**src/design/tbem_pkg.sv**
```systemverilog
package tbem_pkg;

   // default sizing
   localparam int DEF_MAX_SAMPLES = 4096;
   localparam int DEF_SAMPLE_BITS = 12;

   // configuration port
   localparam int CSR_INDEX_W = 3;
   localparam int CSR_DATA_W  = 13;
   localparam int LIMIT_W     = 12;
   localparam int PCT_CFG_W   = 7;
   localparam int RUN_CFG_W   = 13;

   localparam logic [CSR_INDEX_W-1:0] REG_LOW_LIMIT      = 3'd0;
   localparam logic [CSR_INDEX_W-1:0] REG_HIGH_LIMIT     = 3'd1;
   localparam logic [CSR_INDEX_W-1:0] REG_CRITICAL_LIMIT = 3'd2;
   localparam logic [CSR_INDEX_W-1:0] REG_MAX_PERCENT    = 3'd3;
   localparam logic [CSR_INDEX_W-1:0] REG_MAX_RUN_LENGTH = 3'd4;

   localparam logic signed [LIMIT_W-1:0] RST_LOW_LIMIT      = 12'sd32;
   localparam logic signed [LIMIT_W-1:0] RST_HIGH_LIMIT     = 12'sd128;
   localparam logic signed [LIMIT_W-1:0] RST_CRITICAL_LIMIT = 12'sd192;
   localparam logic [PCT_CFG_W-1:0]      RST_MAX_PERCENT    = 7'd5;
   localparam logic [RUN_CFG_W-1:0]      RST_MAX_RUN_LENGTH = 13'd6;

   // summary field widths
   localparam int AVG_W       = 12;
   localparam int VAL_OUT_W   = 12;
   localparam int IDX_OUT_W   = 12;
   localparam int CNT_OUT_W   = 13;
   localparam int PCTX_W      = 11;
   localparam int VERDICT_W   = 2;
   localparam int RSP_TDATA_W = 112;

   // percent scaling
   localparam logic [10:0] PCT_X16_SCALE = 11'd1600;
   localparam logic [6:0]  PCT_FULL      = 7'd100;

   // verdict codes
   localparam logic [VERDICT_W-1:0] VERDICT_ACCEPTED = 2'd0;
   localparam logic [VERDICT_W-1:0] VERDICT_OBSERVED = 2'd1;
   localparam logic [VERDICT_W-1:0] VERDICT_REJECTED = 2'd2;

   // controller to datapath
   typedef struct packed {
      logic accept;
      logic start_avg;
      logic cap_avg;
      logic start_pct;
      logic cap_pct;
      logic load_out;
   } cmd_type;

   // datapath to controller
   typedef struct packed {
      logic div_done;
      logic out_free;
   } status_type;

endpackage

```
**src/design/tbem_div.sv**
```systemverilog
module tbem_div #(
   parameter int DIV_W = 25,
   parameter int DEN_W = 13
) (
   input  logic             clock,
   input  logic             reset,
   input  logic             start,
   input  logic [DIV_W-1:0] dividend,
   input  logic [DEN_W-1:0] divisor,
   output logic [DIV_W-1:0] quotient,
   output logic             done
);

   localparam int ITER_W = $clog2(DIV_W + 1);

   logic             busy_ff, busy_in;
   logic             done_ff, done_in;
   logic [ITER_W-1:0] iter_ff, iter_in;
   logic [DIV_W-1:0] quo_ff, quo_in;
   logic [DEN_W-1:0] rem_ff, rem_in;
   logic [DEN_W-1:0] den_ff, den_in;

   logic [DEN_W:0] trial;
   logic [DEN_W:0] diff;
   logic           fits;

   // one restoring step: shift in the next dividend bit, subtract if it fits
   assign trial = {rem_ff, quo_ff[DIV_W-1]};
   assign diff  = trial - {1'b0, den_ff};
   assign fits  = trial >= {1'b0, den_ff};

   always_comb begin
      busy_in = busy_ff;
      done_in = 1'b0;
      iter_in = iter_ff;
      quo_in  = quo_ff;
      rem_in  = rem_ff;
      den_in  = den_ff;
      if (start) begin
         busy_in = 1'b1;
         iter_in = ITER_W'(DIV_W);
         quo_in  = dividend;
         rem_in  = '0;
         den_in  = divisor;
      end else if (busy_ff) begin
         quo_in  = {quo_ff[DIV_W-2:0], fits};
         rem_in  = fits ? diff[DEN_W-1:0] : trial[DEN_W-1:0];
         iter_in = iter_ff - 1'b1;
         if (iter_ff == ITER_W'(1)) begin
            busy_in = 1'b0;
            done_in = 1'b1;
         end
      end
   end

   always_ff @(posedge clock) begin
      if (reset) begin
         busy_ff <= 1'b0;
         done_ff <= 1'b0;
         iter_ff <= '0;
      end else begin
         busy_ff <= busy_in;
         done_ff <= done_in;
         iter_ff <= iter_in;
      end
      quo_ff <= quo_in;
      rem_ff <= rem_in;
      den_ff <= den_in;
   end

   assign quotient = quo_ff;
   assign done     = done_ff;

endmodule

```
**src/design/tbem_dp.sv**
```systemverilog
module tbem_dp #(
   parameter int MAX_SAMPLES = tbem_pkg::DEF_MAX_SAMPLES,
   parameter int SAMPLE_BITS = tbem_pkg::DEF_SAMPLE_BITS
) (
   input  logic                                clock,
   input  logic                                reset,
   input  tbem_pkg::cmd_type                   cmd,
   output tbem_pkg::status_type                status,
   input  logic signed [SAMPLE_BITS-1:0]       sample,
   input  logic                                csr_we,
   input  logic [tbem_pkg::CSR_INDEX_W-1:0]    csr_index,
   input  logic [tbem_pkg::CSR_DATA_W-1:0]     csr_wdata,
   output logic                                rsp_tvalid,
   input  logic                                rsp_tready,
   output logic [tbem_pkg::RSP_TDATA_W-1:0]    rsp_tdata,
   output logic                                rsp_tuser
);

   localparam int CNT_W     = $clog2(MAX_SAMPLES + 1);
   localparam int IDX_W     = $clog2(MAX_SAMPLES);
   localparam int SUM_W     = SAMPLE_BITS + CNT_W;
   localparam int PCT_NUM_W = CNT_W + $bits(tbem_pkg::PCT_X16_SCALE);
   localparam int CMP_W     = CNT_W + $bits(tbem_pkg::PCT_FULL);
   localparam int DIV_W     = (SUM_W > PCT_NUM_W) ? SUM_W : PCT_NUM_W;

   // configuration registers
   logic signed [tbem_pkg::LIMIT_W-1:0] low_ff, high_ff, crit_ff;
   logic [tbem_pkg::PCT_CFG_W-1:0]      max_pct_ff;
   logic [tbem_pkg::RUN_CFG_W-1:0]      max_run_ff;

   always_ff @(posedge clock) begin
      if (reset) begin
         low_ff     <= tbem_pkg::RST_LOW_LIMIT;
         high_ff    <= tbem_pkg::RST_HIGH_LIMIT;
         crit_ff    <= tbem_pkg::RST_CRITICAL_LIMIT;
         max_pct_ff <= tbem_pkg::RST_MAX_PERCENT;
         max_run_ff <= tbem_pkg::RST_MAX_RUN_LENGTH;
      end else if (csr_we) begin
         unique case (csr_index)
            tbem_pkg::REG_LOW_LIMIT:      low_ff     <= csr_wdata[tbem_pkg::LIMIT_W-1:0];
            tbem_pkg::REG_HIGH_LIMIT:     high_ff    <= csr_wdata[tbem_pkg::LIMIT_W-1:0];
            tbem_pkg::REG_CRITICAL_LIMIT: crit_ff    <= csr_wdata[tbem_pkg::LIMIT_W-1:0];
            tbem_pkg::REG_MAX_PERCENT:    max_pct_ff <= csr_wdata[tbem_pkg::PCT_CFG_W-1:0];
            tbem_pkg::REG_MAX_RUN_LENGTH: max_run_ff <= csr_wdata[tbem_pkg::RUN_CFG_W-1:0];
            default: ;
         endcase
      end
   end

   // batch statistics
   logic [CNT_W-1:0]              count_ff, count_in;
   logic signed [SUM_W-1:0]       sum_ff, sum_in;
   logic signed [SAMPLE_BITS-1:0] max_ff, max_in, min_ff, min_in;
   logic [IDX_W-1:0]              max_idx_ff, max_idx_in, min_idx_ff, min_idx_in;
   logic [CNT_W-1:0]              outside_ff, outside_in;
   logic [CNT_W-1:0]              cur_run_ff, cur_run_in;
   logic [IDX_W-1:0]              cur_start_ff, cur_start_in;
   logic [CNT_W-1:0]              long_run_ff, long_run_in;
   logic signed [IDX_W:0]         long_start_ff, long_start_in;
   logic                          ovf_ff, ovf_in;

   logic             room;
   logic             first;
   logic             outside;
   logic [IDX_W-1:0] idx;

   assign room    = count_ff < CNT_W'(MAX_SAMPLES);
   assign first   = count_ff == '0;
   assign idx     = count_ff[IDX_W-1:0];
   assign outside = (sample < low_ff) || (sample > high_ff);

   // per-request update
   always_comb begin
      count_in      = count_ff;
      sum_in        = sum_ff;
      max_in        = max_ff;
      max_idx_in    = max_idx_ff;
      min_in        = min_ff;
      min_idx_in    = min_idx_ff;
      outside_in    = outside_ff;
      cur_run_in    = cur_run_ff;
      cur_start_in  = cur_start_ff;
      long_run_in   = long_run_ff;
      long_start_in = long_start_ff;
      ovf_in        = ovf_ff;
      if (cmd.load_out) begin
         count_in      = '0;
         sum_in        = '0;
         max_in        = '0;
         max_idx_in    = '0;
         min_in        = '0;
         min_idx_in    = '0;
         outside_in    = '0;
         cur_run_in    = '0;
         cur_start_in  = '0;
         long_run_in   = '0;
         long_start_in = '1;
         ovf_in        = 1'b0;
      end else if (cmd.accept) begin
         if (room) begin
            count_in = count_ff + 1'b1;
            sum_in   = sum_ff + SUM_W'(sample);
            if (first || sample > max_ff) begin
               max_in     = sample;
               max_idx_in = idx;
            end
            if (first || sample < min_ff) begin
               min_in     = sample;
               min_idx_in = idx;
            end
            if (outside) begin
               outside_in = outside_ff + 1'b1;
               if (cur_run_ff == '0) begin
                  cur_start_in = idx;
               end
               cur_run_in = cur_run_ff + 1'b1;
               // strictly longer run replaces the best
               if (cur_run_in > long_run_ff) begin
                  long_run_in   = cur_run_in;
                  long_start_in = {1'b0, cur_start_in};
               end
            end else begin
               cur_run_in = '0;
            end
         end else begin
            ovf_in = 1'b1;
         end
      end
   end

   always_ff @(posedge clock) begin
      if (reset) begin
         count_ff      <= '0;
         sum_ff        <= '0;
         max_ff        <= '0;
         max_idx_ff    <= '0;
         min_ff        <= '0;
         min_idx_ff    <= '0;
         outside_ff    <= '0;
         cur_run_ff    <= '0;
         cur_start_ff  <= '0;
         long_run_ff   <= '0;
         long_start_ff <= '1;
         ovf_ff        <= 1'b0;
      end else begin
         count_ff      <= count_in;
         sum_ff        <= sum_in;
         max_ff        <= max_in;
         max_idx_ff    <= max_idx_in;
         min_ff        <= min_in;
         min_idx_ff    <= min_idx_in;
         outside_ff    <= outside_in;
         cur_run_ff    <= cur_run_in;
         cur_start_ff  <= cur_start_in;
         long_run_ff   <= long_run_in;
         long_start_ff <= long_start_in;
         ovf_ff        <= ovf_in;
      end
   end

   // end-of-batch products, registered before use
   logic [PCT_NUM_W-1:0] pct_num_ff;
   logic [CMP_W-1:0]     out100_ff, limit_cnt_ff;

   always_ff @(posedge clock) begin
      if (cmd.start_avg) begin
         pct_num_ff   <= PCT_NUM_W'(outside_ff) * PCT_NUM_W'(tbem_pkg::PCT_X16_SCALE);
         out100_ff    <= CMP_W'(outside_ff) * CMP_W'(tbem_pkg::PCT_FULL);
         limit_cnt_ff <= CMP_W'(max_pct_ff) * CMP_W'(count_ff);
      end
   end

   // shared divider: |sum| / count, then out_count * 1600 / count
   logic             sum_neg;
   logic [SUM_W-1:0] sum_abs;
   logic [DIV_W-1:0] div_dividend;
   logic [DIV_W-1:0] div_quot;
   logic             div_done;

   assign sum_neg      = sum_ff[SUM_W-1];
   assign sum_abs      = sum_neg ? SUM_W'(-sum_ff) : SUM_W'(sum_ff);
   assign div_dividend = cmd.start_avg ? DIV_W'(sum_abs) : DIV_W'(pct_num_ff);

   tbem_div #(
      .DIV_W (DIV_W),
      .DEN_W (CNT_W)
   ) u_div (
      .clock    (clock),
      .reset    (reset),
      .start    (cmd.start_avg | cmd.start_pct),
      .dividend (div_dividend),
      .divisor  (count_ff),
      .quotient (div_quot),
      .done     (div_done)
   );

   // quotient capture, mean truncated toward zero
   logic signed [DIV_W:0]              quot_s;
   logic signed [DIV_W:0]              avg_full;
   logic signed [tbem_pkg::AVG_W-1:0]  avg_ff;
   logic [tbem_pkg::PCTX_W-1:0]        pct_ff;

   assign quot_s   = {1'b0, div_quot};
   assign avg_full = sum_neg ? -quot_s : quot_s;

   always_ff @(posedge clock) begin
      if (cmd.cap_avg) begin
         avg_ff <= avg_full[tbem_pkg::AVG_W-1:0];
      end
      if (cmd.cap_pct) begin
         pct_ff <= div_quot[tbem_pkg::PCTX_W-1:0];
      end
   end

   // verdict
   logic [tbem_pkg::VERDICT_W-1:0] verdict;

   always_comb begin
      priority if ((max_ff > crit_ff) || (long_run_ff > max_run_ff)) begin
         verdict = tbem_pkg::VERDICT_REJECTED;
      end else if (out100_ff > limit_cnt_ff) begin
         verdict = tbem_pkg::VERDICT_OBSERVED;
      end else begin
         verdict = tbem_pkg::VERDICT_ACCEPTED;
      end
   end

   // summary output register
   logic                             rsp_valid_ff;
   logic [tbem_pkg::RSP_TDATA_W-1:0] rsp_data_ff;
   logic                             rsp_user_ff;

   always_ff @(posedge clock) begin
      if (reset) begin
         rsp_valid_ff <= 1'b0;
      end else if (cmd.load_out) begin
         rsp_valid_ff <= 1'b1;
      end else if (rsp_tready) begin
         rsp_valid_ff <= 1'b0;
      end
      if (cmd.load_out) begin
         rsp_data_ff <= {verdict,
                         tbem_pkg::CNT_OUT_W'(long_start_ff),
                         tbem_pkg::CNT_OUT_W'(long_run_ff),
                         pct_ff,
                         tbem_pkg::CNT_OUT_W'(outside_ff),
                         tbem_pkg::IDX_OUT_W'(min_idx_ff),
                         tbem_pkg::VAL_OUT_W'(min_ff),
                         tbem_pkg::IDX_OUT_W'(max_idx_ff),
                         tbem_pkg::VAL_OUT_W'(max_ff),
                         avg_ff};
         rsp_user_ff <= ovf_ff;
      end
   end

   assign rsp_tvalid      = rsp_valid_ff;
   assign rsp_tdata       = rsp_data_ff;
   assign rsp_tuser       = rsp_user_ff;
   assign status.div_done = div_done;
   assign status.out_free = !rsp_valid_ff || rsp_tready;

endmodule

```
**src/design/tbem_ctrl.sv**
```systemverilog
module tbem_ctrl (
   input  logic                 clock,
   input  logic                 reset,
   input  logic                 req_tvalid,
   input  logic                 req_tlast,
   input  tbem_pkg::status_type status,
   output logic                 req_tready,
   output tbem_pkg::cmd_type    cmd
);

   localparam logic [2:0] ST_RUN  = 3'd0;
   localparam logic [2:0] ST_MUL  = 3'd1;
   localparam logic [2:0] ST_DIVA = 3'd2;
   localparam logic [2:0] ST_DIVP = 3'd3;
   localparam logic [2:0] ST_FIN  = 3'd4;

   logic [2:0] state_ff, state_in;

   // batch sequencing: collect, scale, two divides, hand over
   always_comb begin
      state_in   = state_ff;
      cmd        = '0;
      req_tready = 1'b0;
      unique case (state_ff)
         ST_RUN: begin
            req_tready = 1'b1;
            cmd.accept = req_tvalid;
            if (req_tvalid && req_tlast) begin
               state_in = ST_MUL;
            end
         end
         ST_MUL: begin
            cmd.start_avg = 1'b1;
            state_in      = ST_DIVA;
         end
         ST_DIVA: begin
            if (status.div_done) begin
               cmd.cap_avg   = 1'b1;
               cmd.start_pct = 1'b1;
               state_in      = ST_DIVP;
            end
         end
         ST_DIVP: begin
            if (status.div_done) begin
               cmd.cap_pct = 1'b1;
               state_in    = ST_FIN;
            end
         end
         ST_FIN: begin
            if (status.out_free) begin
               cmd.load_out = 1'b1;
               state_in     = ST_RUN;
            end
         end
         default: begin
            state_in = ST_RUN;
         end
      endcase
   end

   always_ff @(posedge clock) begin
      if (reset) begin
         state_ff <= ST_RUN;
      end else begin
         state_ff <= state_in;
      end
   end

endmodule

```
**src/design/temperature_batch_excursion_monitor.sv**
```systemverilog
// Samples: one request a cycle while a batch is being collected.
// Last sample: the summary is worked out by one shared shift-subtract divider doing mean and
// percentage in turn, a bit a cycle, before it is loaded into the output register.
// No request is taken from the last sample until the summary is loaded into the output
// register, and that load waits while an earlier summary is still held there.
// Synchronous active-high reset: statistics cleared, limits at defaults, no summary pending.
module temperature_batch_excursion_monitor #(
   parameter int MAX_SAMPLES = tbem_pkg::DEF_MAX_SAMPLES,
   parameter int SAMPLE_BITS = tbem_pkg::DEF_SAMPLE_BITS
) (
   input  logic                             clock,
   input  logic                             reset,
   // request stream
   input  logic                             req_tvalid,
   output logic                             req_tready,
   input  logic [((SAMPLE_BITS+7)/8)*8-1:0] req_tdata,   // sample
   input  logic                             req_tlast,
   // summary stream
   output logic                             rsp_tvalid,
   input  logic                             rsp_tready,
   // average, max_value, max_index, min_value, min_index, out_count,
   // out_percent_x16, run_length, run_start, verdict
   output logic [tbem_pkg::RSP_TDATA_W-1:0] rsp_tdata,
   output logic                             rsp_tuser,   // overflow
   // configuration
   input  logic                             csr_we,
   input  logic [tbem_pkg::CSR_INDEX_W-1:0] csr_index,
   input  logic [tbem_pkg::CSR_DATA_W-1:0]  csr_wdata
);

   tbem_pkg::cmd_type    cmd;
   tbem_pkg::status_type status;

   tbem_ctrl u_ctrl (
      .clock      (clock),
      .reset      (reset),
      .req_tvalid (req_tvalid),
      .req_tlast  (req_tlast),
      .status     (status),
      .req_tready (req_tready),
      .cmd        (cmd)
   );

   tbem_dp #(
      .MAX_SAMPLES (MAX_SAMPLES),
      .SAMPLE_BITS (SAMPLE_BITS)
   ) u_dp (
      .clock      (clock),
      .reset      (reset),
      .cmd        (cmd),
      .status     (status),
      .sample     (req_tdata[SAMPLE_BITS-1:0]),
      .csr_we     (csr_we),
      .csr_index  (csr_index),
      .csr_wdata  (csr_wdata),
      .rsp_tvalid (rsp_tvalid),
      .rsp_tready (rsp_tready),
      .rsp_tdata  (rsp_tdata),
      .rsp_tuser  (rsp_tuser)
   );

endmodule

```
**config.mk**
```make
export PLATFORM = sky130hd
export DESIGN_NAME = temperature_batch_excursion_monitor
export DESIGN_NICKNAME = d
export VERILOG_FILES = /design/src/design/tbem_pkg.sv /design/src/design/tbem_div.sv /design/src/design/tbem_dp.sv /design/src/design/tbem_ctrl.sv /design/src/design/temperature_batch_excursion_monitor.sv
export SDC_FILE = /design/constraint.sdc
export NUM_CORES = 1
export LEC_CHECK = 0
export BUFFER_PORTS_ARGS = -buffer_cell sky130_fd_sc_hd__buf_2
export CAP_MARGIN = 20
export CORE_MARGIN = 5
export CORE_UTILIZATION = 40
export CTS_CLUSTER_SIZE = 14
export DETAILED_ROUTE_END_ITERATION = 10
export GPL_TIMING_DRIVEN = 0
export PLACE_DENSITY_LB_ADDON = 0.05
export RECOVER_POWER = 100
export SLEW_MARGIN = 10
export SYNTH_ARGS = -nofsm -noshare
export SYNTH_HDL_FRONTEND = slang
export SYNTH_HIERARCHICAL = 1
export SYNTH_SLANG_ARGS = --single-unit
export TNS_END_PERCENT = 30
```
**constraint.sdc**
```tcl
create_clock -name clock -period 5.83 [get_ports clock]
set_input_delay 0.8745 -clock clock [delete_from_list [all_inputs] [get_ports clock]]
set_output_delay 0.8745 -clock clock [all_outputs]
set_load 0.02 [all_outputs]
```
# [Word-level counts from Yosys, hierarchy flattened]
# Cells that the tools add are included.
[word_totals] romBits=0 mem_bits_rw=0 regBits=461 output_inout_bits=115 mem_count=0 word_cells=130 latchBits=0
[classes] mul=3 eq_ne=13 bitwise_logic=3 add_sub_neg=8 n_reduce_logical=28 shifts=0 mux=31 n_lt_le_gt_ge=10 div_mod_pow=0
[op_table] operator="$mux 25" count=4
[op_table] operator="$add 13x1->13 const B" count=3
[op_table] operator="$gt 12x12->1" count=3
[op_table] operator="$mul 13x5->18 const B" count=2
[op_table] operator="$gt 13x13->1" count=2
[op_table] operator="$logic_not 13->1" count=2
[op_table] operator="$mux 13" count=2
[op_table] operator="$add 25x12->25" count=1
[op_table] operator="$neg 25->25" count=1
[op_table] operator="$lt 12x12->1" count=2
[op_table] operator="$mux 12" count=2
[op_table] operator="$gt 20x20->1" count=1
[op_table] operator="$mul 7x13->20" count=1
[op_table] operator="$pmux 3 s5" count=1
[op_table] operator="$ge 14x13->1" count=1
[op_table] operator="$mux 1" count=14
[op_table] operator="$reduce_and 2->1" count=7
[op_table] operator="$lt 13x13->1 const B" count=1
[op_table] operator="$sub 13x13->13" count=1
[op_table] operator="$eq 3x2->1 const B" count=4
[op_table] operator="$mux 3" count=4
[op_table] operator="$neg 12->12" count=1
[op_table] operator="$mux 5" count=2
[op_table] operator="$reduce_and 3->1" count=3
[op_table] operator="other kinds (17)" count=31

# [Logic depth before layout (Yosys ltp)]
[depth] ltp_word=5 ltp_mapped=19

# [By module]
# The synthesis kept the hierarchy.
[by_module_without_submodules] mod="tbem_dp" cells_each=2215 n_inst=1 seq_area_each_um2=9389.0 area_per_inst_um2=21687.0
[by_module_without_submodules] mod="tbem_div" cells_each=278 n_inst=1 seq_area_each_um2=1541.5 area_per_inst_um2=3114.2
[by_module_without_submodules] mod="tbem_ctrl" cells_each=24 n_inst=1 seq_area_each_um2=60.1 area_per_inst_um2=201.4

# [Least setup slack after synthesis]
# Ideal clock, no wire load.
[synth_timing] path_kind="input to register" from="input port rsp_tready" to="register u_dp.cur_start_ff[0]" stages=7 path_buffers=3 setup_time_ns=0.129 arrival_time_ns=4.902 setup_slack_ns=0.798 cell_sequence="nand2b_1 > and3_1 > or2_2 > clkbuf_1 > clkbuf_1 > clkbuf_1 > o31ai_1"
[synth_lines] item="from (decl)" line_no="temperature_batch_excursion_monitor.sv:20" text="input logic rsp_tready,"
[synth_lines] item="to (signal assigned)" line_no="tbem_dp.sv:154" text="cur_start_ff <= cur_start_in;"
[synth_lines] item="to (decl)" line_no="tbem_dp.sv:57" text="logic [IDX_W-1:0] cur_start_ff, cur_start_in;"

# [Worst setup path after layout]
[layout_timing] from="register u_dp.count_ff[2]" to="register u_dp.limit_cnt_ff[19], data pin"
[layout_via] elab_chain_len=1
[layout_rtl] item="from (decl)" line_no="tbem_dp.sv:51" text="logic [CNT_W-1:0] count_ff, count_in;"
[layout_rtl] item="from (signal assigned)" line_no="tbem_dp.sv:146" text="count_ff <= count_in;"
[layout_rtl] item="$mul 7x13->20" line_no="tbem_dp.sv:169" text="limit_cnt_ff <= CMP_W'(max_pct_ff) * CMP_W'(count_ff);"
[layout_rtl] item="to (signal assigned)" line_no="tbem_dp.sv:169"
[layout_rtl] item="to (decl)" line_no="tbem_dp.sv:163" text="logic [CMP_W-1:0] out100_ff, limit_cnt_ff;"
# Every way passes these cells.
# A chain may end at the register's enable or synchronous reset.

==> key figures <==
Clock tree
  • Post-CTS Hold Buffers: 0
  • Post-CTS setup repair buffer count: 0
  • Clock Pin Slew Worst Setup and Hold Paths: 0.07 ns
  • Number of gates resized after CTS: 0
  • Clock tree from TritonCTS: yes
  • CTS max path bufs: 3
  • Cell at the root of the clock tree: clkbuf_16
  • TritonCTS buffer count: 52
  • Clk_lat worst skew: 0.62 ns
  • Total number of clock tree sinks: 443
  • H-tree levels: 2

Floorplanning
  • Initial core utilization: 40.4%
  • Horizontal die dimension: 260 um
  • I/O Pins: 153
  • Count of standard-cell rows: 91
  • Area inside the core boundary: 61800 um2
  • Die Outline Area: 67600 um2
  • Die Height: 260 um

Setup path
  • Reg2Reg Setup Slack: 0.49 ns
  • Reg-to-reg startpoint: u_dp/count_ff[2]
  • Highest net fanout along the worst path: 10
  • Required time of the worst setup path: 6.17 ns
  • Critical path arrival: 5.68 ns
  • End of the worst register-to-register path: u_dp/limit_cnt_ff[19]
  • Category of the most critical setup path: flop to flop
  • Sort of element at the start of the critical path: flop
  • Type of element capturing the critical path: flop
  • Count of cells along the worst register-to-register path: 18

Cells and area
  • Share of final-layout standard cells stronger than drive strength 1: 6.76%
  • Most frequent standard cell in the layout excluding fill and tap cells: nand2_1
  • Antenna cells: 0
  • Utilization after layout: 46.0%
  • Most used cells in the layout excluding fill and tap cells: 286 x nand2_1, 248 x inv_1, 231 x dfxtp_1, 228 x ha_1, 227 x clkbuf_1
  • Final standard cell area without fillers: 28400 um2
  • Area growth from synthesis to final layout: 13.6%
  • Final nets: 3053
  • Layout fillers: 5974

STA
  • Clock period minus worst slack: 5.34 ns
  • Final number of setup-violating endpoints: 0
  • Setup repair after global routing missed its margin: no
  • Worst slack on hold paths: 0.415 ns
  • Slew of the pin with the lowest slew margin: 3.26 ns
  • Final count of hold timing violations: 0
  • Slew Viols, Final: 149
  • Fmax: 187 MHz
  • Post-route setup slack: 0.489 ns
  • Share of the cycle needed by the critical path after routing: 91.6%
  • Final setup skew: 0.0311 ns
  • Tightest slew margin relative to the limit: -118%

Global route
  • Via count of the first global-routing pass: 18800
  • Largest net degree at the start of global routing: 59
  • First-pass GRT wire length: 110000 um
  • Overflow left after global routing: 0
  • Overall global routing resource usage: 20.7%
  • Initial antenna violation count: 0

Synth
  • Avg Synthesized Cell Area: 9.93 um2
  • Synthesized instance count: 2517
  • Top cell type by total area after synthesis: edfxtp_1
  • FFs w/ async S/R, synth: 0%
  • Number of flops mapped to enable cells by yosys: 212
  • Most instantiated flip-flop cell in the synthesis netlist: dfxtp_1
  • Top cell type's share of synthesized area: 25.5%
  • Post-synthesis cell type count: 80
  • Complex-gate fraction of the synthesized area: 11.2%
  • Top area cells in the synthesized netlist: edfxtp_1 25%, dfxtp_1 18%, ha_1 11%, fa_1 5.1%, nand2_1 4.3%
  • Syn Nets: 2847
  • Dominant combinational cell family by area after synthesis: adder cells
  • Area share of fa/ha/maj cells after synthesis: 16.5%
  • Post-synthesis share of cell area spent on and, or, nand and nor gates: 15.1%
  • Number of warnings issued by yosys: 6
  • Cell area after synthesis: 25000 um2
  • Seq cells post-synth: 443
  • Fraction of the yosys area taken by sequential cells: 44.0%
  • Xor/xnor share of the synthesized area: 4.55%
  • Portion of netlist area occupied by mux cells: 3.09%

Place
  • Post-detail-place hpwl: 54300 um
  • Routability congestion estimate from global placement: 0.845
  • Post-Place Setup Slack: 0.454 ns
  • Number of input and output port buffers inserted: 148
  • Total cell area at the placement stage: 26900 um2

Power
  • Power density relative to cell area: 291 nW/um2
  • Maximum vdd drop: 0.000190 V
  • Static Leakage: 11.6 nW

Outcome
  • Run status: complete, but fails checks
  • Failing checks: capacitance limit, slew limit

Worst hold path
  • Hold path startpoint: u_dp/pct_ff[4]
  • Worst min-delay path class: flop to flop
  • Hold path cells: 0
  • Sink of the worst hold path: u_dp/rsp_tdata[77]

Job
  • Total of max-cap violations: 4

Detailed routing
  • DRC marker count from the first detailed-route iteration: 1065
  • Final WL: 70600 um
  • Remaining DRCs: 0
  • Initial DRT Pass Iterations: 5
  • Post-detailed-route count of antenna-violating nets: 0
  • Average detailed-routed wire length per instance: 19.6 um
  • Vias: 18500
  • DR vias/cell: 5.14
-- sequential cells by signal (all words and copies together), names as in the netlist, 13 cells and up --
name,flops
u_dp/long_run_ff,13
u_dp/outside_ff,13
u_dp/pct_num_ff,18
u_dp/u_div/rem_ff,13
u_dp/count_ff,13
u_dp/max_run_ff,13
u_dp/u_div/den_ff,13
u_dp/long_start_ff,13
u_dp/cur_run_ff,13
u_dp/limit_cnt_ff,20
u_dp/rsp_tdata,112
u_dp/u_div/quotient,25
u_dp/sum_ff,25
-- where the power goes --
part | leakage [nW] | internal [mW] | switching (mW)
clock | 0.874 | 2.09 | 1.36
sequential | 3.76 | 3.40 | 0.150
combinational | 6.94 | 0.479 | 0.776
total | 11.6 | 5.97 | 2.29
-- final cells by class --
type                       count  area, um2  share of cell area, %
multi-input combinational   1721      12600                   44.3
clock buffer                  66       1390                   4.87
inverter                     248        931                   3.28
timing repair buffer         152        609                   2.14
sequential                   443      11000                   38.7
clock inverter                32        428                   1.51
buffer                       105        429                   1.51
tap                          837       1050                   3.69
-- synthesized netlist by cell type, drive strengths merged, types with 5 or more instances --
library cell,n
a2111oi,9
a211oi,10
a21o,44
a21oi,163
a311oi,5
a31oi,25
and2,70
and3,22
buf,18
clkbuf,87
dfxtp,231
edfxtp,212
fa,64
ha,228
inv,248
mux2,34
mux2i,39
nand2,288
nand2b,21
nand3,101
nand3b,13
nand4,17
nor2,133
nor2b,19
nor3,39
nor4,13
o211ai,15
o21a,12
o21ai,91
o21bai,8
o31ai,29
o41ai,5
or2,9
or3,12
or4,8
xnor2,69
xor2,61
-- logic make-up (layout without fill, tap and decap cells) --
logic type      count (synthesis)  after routing
simple gates                  783            783
compound gates                443            443
flops                         443            443
buf+inv                       353            603
fa+ha+maj                     292            292
xor+xnor                      130            130
mux                            73             73
-- layer usage --
metal  wire, um  share of wire (%)  vias to the layer above  track usage (%)
met5          0                  0                        -                0
met4       2050                2.9                        0             5.99
met3       3360                4.8                      111             3.82
met2      32400                 46                      381             34.2
met1      32700                 46                     8897             27.9
li1           -                  -                     9151                -
-- worst max-delay path by stage --
stage / startpoint / to / slack, ns / depth (start not counted)
3_5_place_dp: u_dp/count_ff[2] / u_dp/limit_cnt_ff[19] / 0.45 / 18
2_1_floorplan: rsp_tready / u_dp/cur_start_ff[0] / 0.80 / 7
5_1_grt: req_tdata[11] / u_dp/long_start_ff[4] / 0.11 / 10
4_1_cts: u_dp/count_ff[2] / u_dp/limit_cnt_ff[19] / 0.44 / 18
3_3_place_gp: rsp_tready / u_dp/min_idx_ff[5] / -1.95 / 8
6_report: u_dp/count_ff[2] / u_dp/limit_cnt_ff[19] / 0.49 / 18
-- critical path: stages, from the launching register on --
cell and delay [ns]:
dfxtp_1 0.64, clkbuf_1 0.45, nand2_1 0.13, fa_1 0.49, fa_1 0.54, inv_1 0.05, fa_1 0.54, inv_1 0.06
fa_1 0.52, inv_1 0.04, ha_1 0.33, nand2_1 0.06, o21ai_0 0.29, o211ai_1 0.20, a31oi_1 0.24, nand2_1 0.11
o21ai_0 0.16, a21oi_1 0.10, xnor2_1 0.13
-- per-stage QoR --
step / total power [mW] / setup TNS [ns] / cells
global route: 8.65 / 0 / 3604
finish: 8.26 / 0 / 3604
CTS: 8.38 / 0 / 3604
global placement: 4.85 / -259.78 / 3502
detailed placement: 4.87 / 0 / 3506
floorplan: 4.44 / 0 / 2517
No activity file was read; power rests on OpenSTA's default activity.
